[config.mk]
export PLATFORM = sky130hd
export DESIGN_NAME = fuel_sensor_line_parser
export DESIGN_NICKNAME = d
export VERILOG_FILES = /design/src/rtl/fslp_pkg.sv /design/src/rtl/fuel_sensor_line_parser.sv /design/src/rtl/fslp_ram.sv /design/src/rtl/fslp_ctrl.sv /design/src/rtl/fslp_dp.sv
export SDC_FILE = /design/constraint.sdc
export NUM_CORES = 2
export LEC_CHECK = 0
export BUFFER_PORTS_ARGS = -buffer_cell sky130_fd_sc_hd__buf_2
export CORE_MARGIN = 1.5
export CORE_UTILIZATION = 52
export CTS_CLUSTER_SIZE = 10
export DETAILED_ROUTE_END_ITERATION = 16
export GPL_ROUTABILITY_DRIVEN = 0
export GPL_TIMING_DRIVEN = 0
export PLACE_DENSITY = 0.68
export SYNTH_ARGS = -nofsm -noshare
export SYNTH_HDL_FRONTEND = slang
export SYNTH_SLANG_ARGS = --single-unit
[constraint.sdc]
create_clock -name clock -period 4.3 [get_ports clock]
set_clock_uncertainty 0.1 [all_clocks]
set_input_delay 0.43 -clock clock [delete_from_list [all_inputs] [get_ports clock]]
set_output_delay 0.43 -clock clock [all_outputs]
set_load 0.05 [all_outputs]
[src/rtl/fslp_pkg.sv]
// Package with shared types, codes and constants of the fuel sensor line parser.
`timescale 1ns / 1ps
package fslp_pkg;

   localparam logic [7:0] LINE_END  = 8'h0d;
   localparam logic [7:0] SEP_COMMA = 8'h2c;
   localparam logic [7:0] SEP_HASH  = 8'h23;

   localparam logic [1:0] ST_DISCONNECTED = 2'd0;
   localparam logic [1:0] ST_NORMAL       = 2'd1;
   localparam logic [1:0] ST_ABNORMAL     = 2'd2;

   localparam logic [2:0] RES_NONE   = 3'd0;
   localparam logic [2:0] RES_GOOD   = 3'd1;
   localparam logic [2:0] RES_BAD    = 3'd2;
   localparam logic [2:0] RES_ABORT  = 3'd3;
   localparam logic [2:0] RES_NOSUM  = 3'd4;

   localparam logic [1:0] CSR_SPEED   = 2'd0;
   localparam logic [1:0] CSR_ABN     = 2'd1;
   localparam logic [1:0] CSR_ZERO    = 2'd2;
   localparam logic [1:0] CSR_TIMEOUT = 2'd3;

   localparam int CSR_DATA_W = 16;
   localparam int CSR_IDX_W  = 2;

   localparam logic [7:0] AVG_FIELD  = 8'd4;
   localparam logic [7:0] RT_FIELD   = 8'd10;
   localparam logic [7:0] SUM_FIELD  = 8'd12;

   typedef struct packed {
      logic        cmd;
      logic [7:0]  rx_byte;
      logic [15:0] vehicle_speed;
   } req_type;

   typedef struct packed {
      logic [16:0] fuel_level;
      logic [16:0] average_level;
      logic [16:0] realtime_level;
      logic [1:0]  sensor_state;
      logic        fuel_alarm;
      logic [2:0]  frame_result;
   } rsp_type;

   typedef enum logic [2:0] {
      S_IDLE,
      S_SUM,
      S_SCAN,
      S_FRAME,
      S_DONE
   } ctl_state_type;

   // Controller commands to the datapath.
   typedef struct packed {
      logic store_byte;
      logic tick;
      logic clear_scan;
      logic sum_step;
      logic scan_step;
      logic good_frame;
      logic clear_line;
      logic emit;
   } cmd_type;

   // Datapath status to the controller.
   typedef struct packed {
      logic sum_done;
      logic scan_done;
      logic abort;
      logic sum_hit;
   } sts_type;

   function automatic logic [3:0] hex_nibble(input logic [7:0] c);
      logic [3:0] n;
      n = 4'd0;
      if (c >= 8'h30 && c <= 8'h39) n = 4'(c - 8'h30);
      else if (c >= 8'h41 && c <= 8'h46) n = 4'(c - 8'h37);
      else if (c >= 8'h61 && c <= 8'h66) n = 4'(c - 8'h57);
      return n;
   endfunction

   function automatic logic is_digit(input logic [7:0] c);
      return (c >= 8'h30) && (c <= 8'h39);
   endfunction

endpackage

[src/rtl/fuel_sensor_line_parser.sv]
// Top level of the fuel sensor line parser.
`timescale 1ns / 1ps
// Usage:
// The req_ channel carries one word per command: a received UART byte
// (cmd 0) or a one-second tick (cmd 1). A word is taken at a rising edge
// where start is high and busy is low. Every word yields one result word,
// shown on rsp_ for exactly one cycle while rsp_valid is high.
// A tick or an ordinary byte is answered through the emit and response
// registers, and busy stays low, so such words may come back to back.
// A carriage return starts the line parse: a checksum pass over the first
// CHECK_SPAN bytes, then a field scan from SCAN_START to the line end, one
// stored byte per cycle through the line RAM read port, held for the
// good-frame update after a checksum match. busy is high while the parse
// runs, from the checksum pass through the done state.
// Reset (synchronous, active high) empties the line, zeroes the levels and
// counters, marks the sensor disconnected and loads the default settings.
// The line RAM itself is not cleared; only written bytes are ever read.
// The receiver cannot stall; it must take each result word when shown.
// csr_ writes take effect at once. The user must make them only while the
// block is idle; the block itself does not enforce this.
module fuel_sensor_line_parser #(
   parameter int LINE_DEPTH = 128,
   parameter int CHECK_SPAN = 52,
   parameter int FIELD_MAX  = 32,
   parameter int SCAN_START = 8
) (
   input  logic                            clock,
   input  logic                            reset,
   input  logic                            start,
   output logic                            busy,
   input  fslp_pkg::req_type               req_data,
   output logic                            rsp_valid,
   output fslp_pkg::rsp_type               rsp_data,
   input  logic                            csr_wr_en,
   input  logic [fslp_pkg::CSR_IDX_W-1:0]  csr_index,
   input  logic [fslp_pkg::CSR_DATA_W-1:0] csr_wdata
);
   fslp_pkg::cmd_type cmd;
   fslp_pkg::sts_type sts;

   fslp_ctrl u_ctrl (
      .clock (clock),
      .reset (reset),
      .start (start),
      .req   (req_data),
      .sts   (sts),
      .cmd   (cmd),
      .busy  (busy)
   );

   fslp_dp #(
      .LINE_DEPTH (LINE_DEPTH),
      .CHECK_SPAN (CHECK_SPAN),
      .FIELD_MAX  (FIELD_MAX),
      .SCAN_START (SCAN_START)
   ) u_dp (
      .clock     (clock),
      .reset     (reset),
      .req       (req_data),
      .cmd       (cmd),
      .csr_wr_en (csr_wr_en),
      .csr_index (csr_index),
      .csr_wdata (csr_wdata),
      .sts       (sts),
      .rsp_valid (rsp_valid),
      .rsp       (rsp_data)
   );
endmodule

[src/rtl/fslp_ram.sv]
// Generic simple dual-port RAM (one write port, one read port) with registered read.
`timescale 1ns / 1ps
module fslp_ram #(
   parameter int WIDTH = 8,
   parameter int DEPTH = 128
) (
   input  logic                     clock,
   input  logic                     wr_en,
   input  logic [$clog2(DEPTH)-1:0] wr_addr,
   input  logic [WIDTH-1:0]         wr_data,
   input  logic [$clog2(DEPTH)-1:0] rd_addr,
   output logic [WIDTH-1:0]         rd_data
);
   logic [WIDTH-1:0] mem_ff [DEPTH];

   always_ff @(posedge clock) begin
      if (wr_en) mem_ff[wr_addr] <= wr_data;
      rd_data <= mem_ff[rd_addr];
   end
endmodule

[src/rtl/fslp_ctrl.sv]
// Controller state machine of the fuel sensor line parser.
`timescale 1ns / 1ps
module fslp_ctrl (
   input  logic              clock,
   input  logic              reset,
   input  logic              start,
   input  fslp_pkg::req_type req,
   input  fslp_pkg::sts_type sts,
   output fslp_pkg::cmd_type cmd,
   output logic              busy
);
   fslp_pkg::ctl_state_type state_ff, state_in;

   always_ff @(posedge clock) begin
      if (reset) state_ff <= fslp_pkg::S_IDLE;
      else state_ff <= state_in;
   end

   always_comb begin
      state_in = state_ff;
      cmd = '0;
      busy = (state_ff != fslp_pkg::S_IDLE);
      unique case (state_ff)
         fslp_pkg::S_IDLE: begin
            if (start) begin
               if (req.cmd) begin
                  cmd.tick = 1'b1;
                  cmd.emit = 1'b1;
               end else if (req.rx_byte != fslp_pkg::LINE_END) begin
                  cmd.store_byte = 1'b1;
                  cmd.emit = 1'b1;
               end else begin
                  cmd.clear_scan = 1'b1;
                  state_in = fslp_pkg::S_SUM;
               end
            end
         end
         fslp_pkg::S_SUM: begin
            cmd.sum_step = 1'b1;
            if (sts.sum_done) state_in = fslp_pkg::S_SCAN;
         end
         fslp_pkg::S_SCAN: begin
            cmd.scan_step = 1'b1;
            if (sts.abort || sts.scan_done) state_in = fslp_pkg::S_DONE;
            else if (sts.sum_hit) state_in = fslp_pkg::S_FRAME;
         end
         fslp_pkg::S_FRAME: begin
            cmd.good_frame = 1'b1;
            state_in = fslp_pkg::S_SCAN;
         end
         fslp_pkg::S_DONE: begin
            cmd.clear_line = 1'b1;
            cmd.emit = 1'b1;
            state_in = fslp_pkg::S_IDLE;
         end
         default: state_in = fslp_pkg::S_IDLE;
      endcase
   end
endmodule

[src/rtl/fslp_dp.sv]
// Datapath of the fuel sensor line parser: line store, checksum, field scan and level state.
`timescale 1ns / 1ps
module fslp_dp #(
   parameter int LINE_DEPTH = 128,
   parameter int CHECK_SPAN = 52,
   parameter int FIELD_MAX  = 32,
   parameter int SCAN_START = 8
) (
   input  logic                                clock,
   input  logic                                reset,
   input  fslp_pkg::req_type                   req,
   input  fslp_pkg::cmd_type                   cmd,
   input  logic                                csr_wr_en,
   input  logic [fslp_pkg::CSR_IDX_W-1:0]      csr_index,
   input  logic [fslp_pkg::CSR_DATA_W-1:0]     csr_wdata,
   output fslp_pkg::sts_type                   sts,
   output logic                                rsp_valid,
   output fslp_pkg::rsp_type                   rsp
);
   localparam int AW = $clog2(LINE_DEPTH);
   localparam int LW = $clog2(LINE_DEPTH + 1);
   localparam int FW = $clog2(FIELD_MAX + 1);

   logic [15:0] speed_thr_ff;
   logic [4:0]  abn_lim_ff, zero_lim_ff;
   logic [7:0]  timeout_ff;

   logic [LW-1:0] len_ff;
   logic [16:0]   avg_ff, rt_ff, acc_ff;
   logic [1:0]    wstate_ff;
   logic [7:0]    silence_ff;
   logic [4:0]    abn_ff, zero_ff;
   logic          alarm_ff;

   // Scan bookkeeping. The byte read at the address is on the RAM data in the cycle after.
   logic [LW-1:0] addr_ff;
   logic          rd_valid_ff;
   logic [LW-1:0] rd_pos_ff;
   logic [7:0]    sum_ff;
   logic [FW-1:0] count_ff;
   logic [7:0]    seps_ff;
   logic [16:0]   acc5_ff;
   logic          dig_ok_ff;
   logic [3:0]    hi_ff, lo_ff;
   logic [2:0]    result_ff;
   logic [15:0]   speed_ff;
   logic          emit_ff;
   logic          done_ff;
   logic [7:0]    rd_data;
   logic [AW-1:0] ram_rd_addr;

   fslp_ram #(.WIDTH(8), .DEPTH(LINE_DEPTH)) u_ram (
      .clock   (clock),
      .wr_en   (cmd.store_byte && (len_ff < LW'(LINE_DEPTH))),
      .wr_addr (len_ff[AW-1:0]),
      .wr_data (req.rx_byte),
      .rd_addr (ram_rd_addr),
      .rd_data (rd_data)
   );
   // The first checksum byte is fetched while the line end is taken, and the
   // pending scan byte is fetched again during the frame update.
   assign ram_rd_addr = cmd.clear_scan ? '0 :
                        cmd.good_frame ? rd_pos_ff[AW-1:0] : addr_ff[AW-1:0];

   localparam int SUM_END = (CHECK_SPAN < LINE_DEPTH) ? CHECK_SPAN : LINE_DEPTH;

   logic is_sep, in_sum, in_line;
   logic [7:0] seps_n;
   assign is_sep  = (rd_data == fslp_pkg::SEP_COMMA) || (rd_data == fslp_pkg::SEP_HASH);
   assign in_sum  = rd_valid_ff && (rd_pos_ff < len_ff) && (rd_pos_ff < LW'(SUM_END));
   assign in_line = rd_valid_ff && (rd_pos_ff < len_ff);
   assign seps_n  = (seps_ff == 8'hff) ? seps_ff : seps_ff + 8'd1;

   // The checksum pass ends in the gap cycle that refetches the scan start.
   assign sts.sum_done  = !rd_valid_ff;
   assign sts.scan_done = !rd_valid_ff && addr_ff >= len_ff;
   assign sts.abort = cmd.scan_step && in_line && (
      (!is_sep && (32'(count_ff) + 2 >= FIELD_MAX)) ||
      (is_sep && (seps_n == fslp_pkg::AVG_FIELD || seps_n == fslp_pkg::RT_FIELD) &&
       (count_ff < FW'(5))));
   assign sts.sum_hit = cmd.scan_step && in_line && is_sep && !sts.abort &&
      (seps_n == fslp_pkg::SUM_FIELD) && ({hi_ff, lo_ff} == sum_ff);

   // Configuration registers.
   always_ff @(posedge clock) begin
      if (reset) begin
         speed_thr_ff <= 16'd100;
         abn_lim_ff   <= 5'd10;
         zero_lim_ff  <= 5'd10;
         timeout_ff   <= 8'd120;
      end else if (csr_wr_en) begin
         case (csr_index)
            fslp_pkg::CSR_SPEED:   speed_thr_ff <= csr_wdata;
            fslp_pkg::CSR_ABN:     abn_lim_ff   <= csr_wdata[4:0];
            fslp_pkg::CSR_ZERO:    zero_lim_ff  <= csr_wdata[4:0];
            fslp_pkg::CSR_TIMEOUT: timeout_ff   <= csr_wdata[7:0];
            default: ;
         endcase
      end
   end

   logic [4:0] abn_inc, zero_inc;
   logic [7:0] sil_inc;
   assign abn_inc  = (abn_ff  == 5'd31) ? abn_ff  : abn_ff  + 5'd1;
   assign zero_inc = (zero_ff == 5'd31) ? zero_ff : zero_ff + 5'd1;
   assign sil_inc  = (silence_ff == 8'hff) ? silence_ff : silence_ff + 8'd1;

   always_ff @(posedge clock) begin
      if (reset) begin
         len_ff <= '0; avg_ff <= '0; rt_ff <= '0; acc_ff <= '0;
         wstate_ff <= fslp_pkg::ST_DISCONNECTED; silence_ff <= '0;
         abn_ff <= '0; zero_ff <= '0; alarm_ff <= 1'b0;
         rd_valid_ff <= 1'b0; rsp_valid <= 1'b0; addr_ff <= '0;
         emit_ff <= 1'b0; done_ff <= 1'b0;
         result_ff <= fslp_pkg::RES_NONE;
      end else begin
         emit_ff <= cmd.emit;
         done_ff <= cmd.clear_line;
         rsp_valid <= emit_ff;
         if (cmd.store_byte && len_ff < LW'(LINE_DEPTH)) len_ff <= len_ff + 1'b1;
         if (cmd.tick && wstate_ff != fslp_pkg::ST_DISCONNECTED) begin
            silence_ff <= sil_inc;
            if (sil_inc > timeout_ff) begin
               wstate_ff <= fslp_pkg::ST_DISCONNECTED;
               silence_ff <= '0; abn_ff <= '0; zero_ff <= '0; alarm_ff <= 1'b0;
            end
         end
         if (cmd.clear_scan) begin
            rd_valid_ff <= 1'b1; rd_pos_ff <= '0;
            sum_ff <= '0; count_ff <= '0; seps_ff <= '0;
            acc5_ff <= '0; dig_ok_ff <= 1'b1; hi_ff <= '0; lo_ff <= '0;
            speed_ff <= req.vehicle_speed; result_ff <= fslp_pkg::RES_NOSUM;
            addr_ff <= LW'(1);
         end
         // Checksum pass: one byte per cycle over the first bytes.
         if (cmd.sum_step) begin
            if (in_sum) sum_ff <= sum_ff + rd_data;
            rd_pos_ff <= addr_ff;
            if (addr_ff >= LW'(SUM_END)) begin
               rd_valid_ff <= 1'b0;
               addr_ff <= LW'(SCAN_START);
            end else begin
               addr_ff <= addr_ff + 1'b1;
            end
            if (!rd_valid_ff) begin
               // Restart the read stream at the scan start.
               rd_valid_ff <= 1'b1;
               rd_pos_ff <= LW'(SCAN_START);
               addr_ff <= LW'(SCAN_START + 1);
            end
         end
         // Field scan: one byte per cycle, except while held for the good-frame update.
         if (cmd.scan_step) begin
            if (in_line && !sts.abort) begin
               if (!is_sep) begin
                  count_ff <= count_ff + 1'b1;
                  if (count_ff < FW'(5) && dig_ok_ff) begin
                     if (fslp_pkg::is_digit(rd_data))
                        acc5_ff <= 17'(acc5_ff * 17'd10) + 17'(rd_data - 8'h30);
                     else dig_ok_ff <= 1'b0;
                  end
                  if (count_ff == '0) hi_ff <= fslp_pkg::hex_nibble(rd_data);
                  if (count_ff == FW'(1)) lo_ff <= fslp_pkg::hex_nibble(rd_data);
               end else begin
                  seps_ff <= seps_n;
                  if (seps_n == fslp_pkg::AVG_FIELD) avg_ff <= acc5_ff;
                  if (seps_n == fslp_pkg::RT_FIELD) rt_ff <= acc5_ff;
                  if (seps_n == fslp_pkg::SUM_FIELD)
                     result_ff <= ({hi_ff, lo_ff} == sum_ff) ? fslp_pkg::RES_GOOD
                                                            : fslp_pkg::RES_BAD;
                  count_ff <= '0; acc5_ff <= '0; dig_ok_ff <= 1'b1;
                  hi_ff <= '0; lo_ff <= '0;
               end
            end
            if (sts.abort) result_ff <= fslp_pkg::RES_ABORT;
            rd_pos_ff <= addr_ff;
            if (sts.abort || addr_ff >= len_ff || addr_ff >= LW'(LINE_DEPTH)) begin
               rd_valid_ff <= 1'b0;
            end else begin
               addr_ff <= addr_ff + 1'b1;
            end
            if (!in_line && rd_valid_ff) rd_valid_ff <= 1'b0;
         end
         // Good frame update, in the cycle after the checksum matched.
         if (cmd.good_frame) begin
            silence_ff <= '0;
            if (rt_ff != avg_ff) begin
               acc_ff <= avg_ff;
               if (rt_ff != '0) begin
                  wstate_ff <= fslp_pkg::ST_NORMAL;
                  abn_ff <= '0; zero_ff <= '0; alarm_ff <= 1'b0;
               end else if (wstate_ff == fslp_pkg::ST_NORMAL) begin
                  if (speed_ff > speed_thr_ff) begin
                     abn_ff <= abn_inc;
                     if (abn_inc > abn_lim_ff) begin
                        wstate_ff <= fslp_pkg::ST_ABNORMAL;
                        abn_ff <= '0; alarm_ff <= 1'b1;
                     end
                     zero_ff <= '0;
                  end else if (abn_ff != '0) begin
                     zero_ff <= zero_inc;
                     if (zero_inc > zero_lim_ff) begin
                        zero_ff <= '0; abn_ff <= '0;
                     end
                  end
               end
            end
         end
         if (cmd.clear_line) len_ff <= '0;
      end
   end

   // While stalled for the frame update the RAM output must be re-read:
   // the scan step that matched already advanced the address, so the
   // pending byte is refetched from its position register, rd_pos_ff.
   always_ff @(posedge clock) begin
      rsp.fuel_level     <= acc_ff;
      rsp.average_level  <= avg_ff;
      rsp.realtime_level <= rt_ff;
      rsp.sensor_state   <= wstate_ff;
      rsp.fuel_alarm     <= alarm_ff;
      rsp.frame_result   <= done_ff ? result_ff : fslp_pkg::RES_NONE;
   end

   // Outputs reflect state after the item: tick/byte results come from the
   // updated registers through the registered rsp outputs.
endmodule

=== Word-level counts from Yosys, hierarchy flattened ===
Memory sizes are Yosys's and may differ from the RTL's. A register that Yosys moved wholly into a read port is not among the register bits.
Index checks and enable logic that the tools add are counted.

* ROM bits: 0
* Latch bits: 0
* Output and inout bits: 59
* Bits in writable memories: 1024
* Memories: 1
* Input bits: 47
* Register bits after elaboration: 261

* Shifts and indexed selects: 0
* Bitwise gates (word level): 1
* Multipliers: 1
* Add/subtract/negate cells: 14
* Multiplexer cells: 125
* Divide/modulo/power cells: 0
* Magnitude comparators: 18
* Reduce and logical (&&, ||, !) cells: 50
* Equality and inequality tests: 26

{| class="wikitable"
|+ Memory list
! memory !! depth !! width !! rd ports !! clocked after Yosys merged registers in !! write ports !! line !! text
|-
| u_dp.u_ram.mem_ff || 128 || 8 || 1 || 1 || 1 || fslp_ram.sv:14 || <nowiki>logic [WIDTH-1:0] mem_ff [DEPTH];</nowiki>
|}

{| class="wikitable"
|+ Operator list
! operator !! number
|-
| $mux 8 || 20
|-
| $mux 5 || 21
|-
| $mux 17 || 6
|-
| $mux 4 || 13
|-
| $mux 3 || 14
|-
| $mux 1 || 34
|-
| $add 8x1->8 const B || 4
|-
| $ge 32x6->1 const B || 1
|-
| $mux 6 || 4
|-
| $logic_and 1x1->1 || 20
|-
| $mux 2 || 9
|-
| $add 17x17->17 || 1
|-
| $mul 17x3->16 const B || 1
|-
| $ne 17x17->1 || 1
|-
| $reduce_bool 17->1 || 1
|-
| $eq 8x4->1 const B || 2
|-
| $eq 8x6->1 const B || 2
|-
| $eq 8x8->1 const B || 2
|-
| $ge 8x6->1 const B || 2
|-
| $ge 8x7->1 const B || 2
|-
| $gt 16x16->1 || 1
|-
| $le 8x7->1 const B || 2
|-
| $mux 7 || 2
|-
| $reduce_and 2->1 || 7
|-
| 42 further kinds || 63
|}

=== Longest topological paths before layout ===
* Depth after elaboration: 15
* Mapped depth: 17
* Mapped depth without buffers: 17

=== Modules after synthesis ===
A second synthesis with hierarchy kept.

* Cells, all modules: 3053
* Area, all modules: 53348.7 µm²

{| class="wikitable"
|+ Modules (own cells, without submodules)
! module !! seq. area each (µm²) !! times used !! area an instance (µm²) !! cells an instance
|-
| fslp_ram || 30909.6 || 1 || 39661.8 || 1635
|-
| fslp_dp || 5885.6 || 1 || 13414.1 || 1384
|-
| fslp_ctrl || 60.1 || 1 || 272.8 || 34
|}

=== Worst setup path after synthesis ===
Ideal clock, no wire load.

* Path kind: register to register
* Start: reg u_dp.acc5_ff[2]
* End: reg u_dp.acc5_ff[16], data pin
* Setup slack: 441 ps
* Arrival: 3503 ps
* Setup time: 256 ps
* Required time: 3944 ps
* Period minus slack after synthesis: 3859 ps
* Cell stages (with the launch flop): 17
* Cell sequence: edfxtp_1 -> ha_1 -> ha_1 -> a21o_1 -> a21oi_1 -> o21bai_1 -> a21oi_1 -> nor2b_1 -> o2111ai_1 -> nand3_1 -> o41ai_1 -> xnor2_1 -> ha_1 -> and3_1 -> a211oi_1 -> xnor2_1 -> a22o_1

* Longest elaborated chain between the ends: 7

{| class="wikitable"
|+ Ends and longest elaborated chain
! element !! line !! text
|-
| start: declaration || fslp_dp.sv:42 || <nowiki>logic [16:0] acc5_ff;</nowiki>
|-
| start signal: assignment || fslp_dp.sv:159 || <nowiki>acc5_ff <= 17'(acc5_ff * 17'd10) + 17'(rd_data - 8'h30);</nowiki>
|-
| $mul 17x3->16 || fslp_dp.sv:159 ||
|-
| $add 17x17->17 || fslp_dp.sv:159 ||
|-
| $mux 17 || fslp_dp.sv:158 || <nowiki>if (fslp_pkg::is_digit(rd_data))</nowiki>
|-
| $mux 17 || fslp_dp.sv:157 || <nowiki>if (count_ff < FW'(5) && dig_ok_ff) begin</nowiki>
|-
| $mux 17 || fslp_dp.sv:155 || <nowiki>if (!is_sep) begin</nowiki>
|-
| $mux 17 || fslp_dp.sv:154 || <nowiki>if (in_line && !sts.abort) begin</nowiki>
|-
| $mux 17 || fslp_dp.sv:153 || <nowiki>if (cmd.scan_step) begin</nowiki>
|}

Every way passes these cells.
A chain may end at the register's enable or synchronous reset.

=== Final worst setup path ===
* Start: in req_data[21] in the netlist's numbering
* End: reg u_dp.u_ram.rd_data[7] (read register of u_dp.u_ram.mem_ff)

* Longest elaborated chain between the ends: 6

{| class="wikitable"
|+ Ends and longest elaborated chain
! element !! line !! text
|-
| start: declaration || fuel_sensor_line_parser.sv:31 || <nowiki>input fslp_pkg::req_type req_data,</nowiki>
|-
| $ne 8x4->1 || fslp_ctrl.sv:29 || <nowiki>end else if (req.rx_byte != fslp_pkg::LINE_END) begin</nowiki>
|-
| $mux 1 || fslp_ctrl.sv:29 ||
|-
| $mux 1 || fslp_ctrl.sv:26 || <nowiki>if (req.cmd) begin</nowiki>
|-
| $mux 3 || fslp_ctrl.sv:25 || <nowiki>if (start) begin</nowiki>
|-
| $mux 3 || fslp_ctrl.sv:23 || <nowiki>unique case (state_ff)</nowiki>
|-
| $mux 7 || fslp_dp.sv:62 || <nowiki>assign ram_rd_addr = cmd.clear_scan ? '0 :</nowiki>
|-
| end: declaration || fslp_ram.sv:12 || <nowiki>output logic [WIDTH-1:0] rd_data</nowiki>
|}

Every way passes these cells.

==> run_results.csv <==
group,metric,value,unit
drt,via_count,37510,
logic_synthesis,synth.distinct_cells,76,
critical_path,cpLargestDelayFamily,"buffers and inverters",
power,power.density,422.7,mW/mm²
logic_synthesis,synth-seq-area-share,68.34,%
power,swShare,21.33,%
min_path,worstHoldStart,"req_data[16]",
power,peakVddDrop,0.0003629,V
placed_design,hpwlAfterDp,106600,µm
power,total_power,26.09,mW
final_layout,post-route-util,60.32,%
drt,first_iter_violations,4820,
clock_tree,cts.sinks,1293,
drt,totalWireLength,156900,µm
critical_path,rr_startpoint,"u_ctrl.state_ff[1]",
die,rows,117,
logic_synthesis,syn_nets,4450,
critical_path,cp_common_cell,"buf_4",
timing,finalCritPeriodShare,102.7,%
logic_synthesis,syn_area_per_cell,12.59,µm²
critical_path,cp-startpoint,"req_data[21]",
clock_tree,cts_tree,"done",
logic_synthesis,synth_seq_cells,1293,
critical_path,cp.arrival,4.95,ns
logic_synthesis,synth.cell_area,0.05393,mm²
critical_path,critPathBufInv,5,
critical_path,start_kind,"input pin",
die,initial_core_util,52.70,%
timing,final_hold_viol_count,0,
drt,avgViaCountPerCell,6.229,
timing,min_period,4.417,ns
timing,tightest_slew,1.474,ns
drt,wl_per_cell,26.05,µm
run_status,outcome,"complete, but fails checks",
final_layout,area_growth_syn_to_layout,14.46,%
logic_synthesis,synth_cells,4284,
power,intPower,20.53,mW
timing,clock.fmax,226.4,MHz
drt,dr.pass1.iters,7,
clock_tree,root_buffer,"clkbuf_16",
critical_path,critPathMaxStageDelay,0.62,ns
min_path,hp-class,"input pin to flip-flop",
power,p_leak,21.35,nW
clock_tree,h-tree-depth,4,
grt,grt_pass1_vias,35630,
timing,slew_violations,0,
clock_tree,clock_latency,0.77,ns
grt,grt_pass1_wl,228800,µm
die,coreArea,0.1023,mm²
critical_path,required,4.83,ns
power,pwr-share-seq,52.5,%
power,p_comb_share,3.8,%
drt,antenna_left,0,
critical_path,crit_chain,"buf_4 -> buf_16 -> or4_4 -> or4_1 -> buf_2 -> nand2_1 -> buf_4 -> clkbuf_1 -> o2111ai_1 -> a21oi_1 -> a311oi_2 -> a211oi_2",
timing,whs,0.004623,ns
timing,fin_ws,-0.1167,ns
critical_path,cp_slowest_cell,"or4_4",
grt,grt_overflow,0,
grt,grt_max_degree,108,
grt,grt_antenna_before_repair,3,
timing,setup_viol,48,
grt,grt_usage,29.23,%
critical_path,path_max_fanout,67,
power,clock_power_share,43.7,%
power,power.switching,5.565,mW
job,cap_violations,0,
die,die_y,325.0,µm
critical_path,end_kind,"flip-flop",
timing,setup_tns,-1.896,ns
final_layout,drive_above_1_share,12.85,%
logic_synthesis,yosys_warnings,0,
final_layout,final_nets,4764,
run_status,violations,"negative setup slack",
die,die_x,325.0,µm
clock_tree,clk_pin_slew_worst_paths,0.05,ns
die,die-area,0.1056,mm²
timing,rsz0062_at_grt,"true",
logic_synthesis,synth_ff_type,"edfxtp_1",
critical_path,ff2ff_setup_slack,-0.08,ns
die,ioPinCount,106,
placed_design,io_buffers,104,
clock_tree,cts_buffers,150,
critical_path,path_class,"input pin to flip-flop",
logic_synthesis,synth_edf_count,1096,
logic_synthesis,synth-async-reset-ratio,0,%
timing,max_slew_margin,1.731,%
clock_tree,clock_path_buffers,3,
drt,drc_errors,0,
sequential cells by signal (all words and copies together) (netlist names), 16 cells and up:
name               cells
u_dp.speed_thr_ff     16
u_dp.avg_ff           17
u_dp.u_ram.mem_ff   1024
u_dp.acc5_ff          17
u_dp.rsp              57
u_dp.speed_ff         16
u_dp.acc_ff           17
u_dp.rt_ff            17
cell usage in the layout (no fill, tap or decap), types with 129 or more instances in the layout:
master	n
a21oi_1	221
buf_2	186
clkbuf_16	154
dfxtp_1	197
edfxtp_1	1096
mux2i_1	129
nand2_1	707
nand3_1	190
nor2_1	261
o21ai_0	135
worst register-to-register path, cell delays in order (launching register included):
cell      delay [ns]
dfxtp_1         0.29
buf_2           0.16
nor3_2          0.26
inv_2           0.11
or2_2           0.35
nor4_2          0.60
nand3_1         0.62
clkbuf_1        0.67
nor2_1          0.82
power groups by stage:
stage               registers [mW]  logic, mW  clock network [mW]
floorplan                     13.9      0.518                   0
global placement              14.0      0.869                   0
detailed placement            13.9      0.919                   0
CTS                           13.7      0.954                11.4
global route                  13.7       1.08                11.9
finish                        13.7      0.993                11.4
metal layers:
layer	vias up	wire length [µm]	global-route usage, %
met5	-	12	0
met4	2	8158	14.47
met3	438	17300	7.244
met2	2248	71270	45.67
li1	16660	-	-
met1	18160	60110	38.23
what timing repair did:
action	in CTS	in global routing
gates resized for setup	86	83
hold endpoints to repair	84	0
pin swaps	2	4
endpoints found under the setup margin	583	476
gates cloned	0	0
setup buffers	4	9
hold buffers	36	0
worst paths after layout:
check,endpoint,depth (start not counted)
max,u_dp.u_ram.rd_data[7],12
min,u_dp.u_ram.mem_ff[48][0],1
max reg2reg,u_dp.u_ram.mem_ff[47][0],8
min reg2reg,u_dp.rsp[56],0
synthesized netlist by cell type (96+ instances only):
cell / number / share of area (%)
nor2_1: 319 / 2.2
mux2i_1: 133 / 2.5
clkbuf_1: 100 / 0.70
edfxtp_1: 1096 / 61
o22ai_1: 96 / 1.1
a21oi_1: 227 / 2.1
dfxtp_1: 197 / 7.3
nand2_1: 712 / 5.0
buf_2: 96 / 0.89
nand3_1: 190 / 1.8
o21ai_0: 141 / 1.3
ha_1: 116 / 2.7
per-stage QoR:
stage,setup WS (ns),std cells,cell area [µm²]
6_report,-0.1167,6021,61730
5_1_grt,-0.1963,6020,61720
4_1_cts,-0.1885,6011,61380
3_5_place_dp,-1.502,5765,56440
3_3_place_gp,-2.830,5756,56160
2_1_floorplan,0.4406,4284,53930
cells by family after synthesis:
group	Yosys count	synth area share, %
XOR/XNOR	75	1.218
AO/OA/AOI/OAI	860	10.32
flip-flops	1293	68.34
AND/OR/NAND/NOR	1483	11.92
buffers and inverters	298	2.450
multiplexers	156	2.949
adder cells (fa/ha/maj)	119	2.803
area by class of cell:
cell class | instances | area [µm²]
antenna | 1 | 2.502
buffer | 226 | 1115
clock buffer | 187 | 3978
clock inverter | 19 | 282.8
fill | 8026 | 40600
inverter | 72 | 270.3
multi-input combinational | 2693 | 16240
sequential | 1293 | 36860
tap | 1368 | 1712
timing repair buffer | 162 | 1275
No activity file was read; power rests on OpenSTA's default activity.
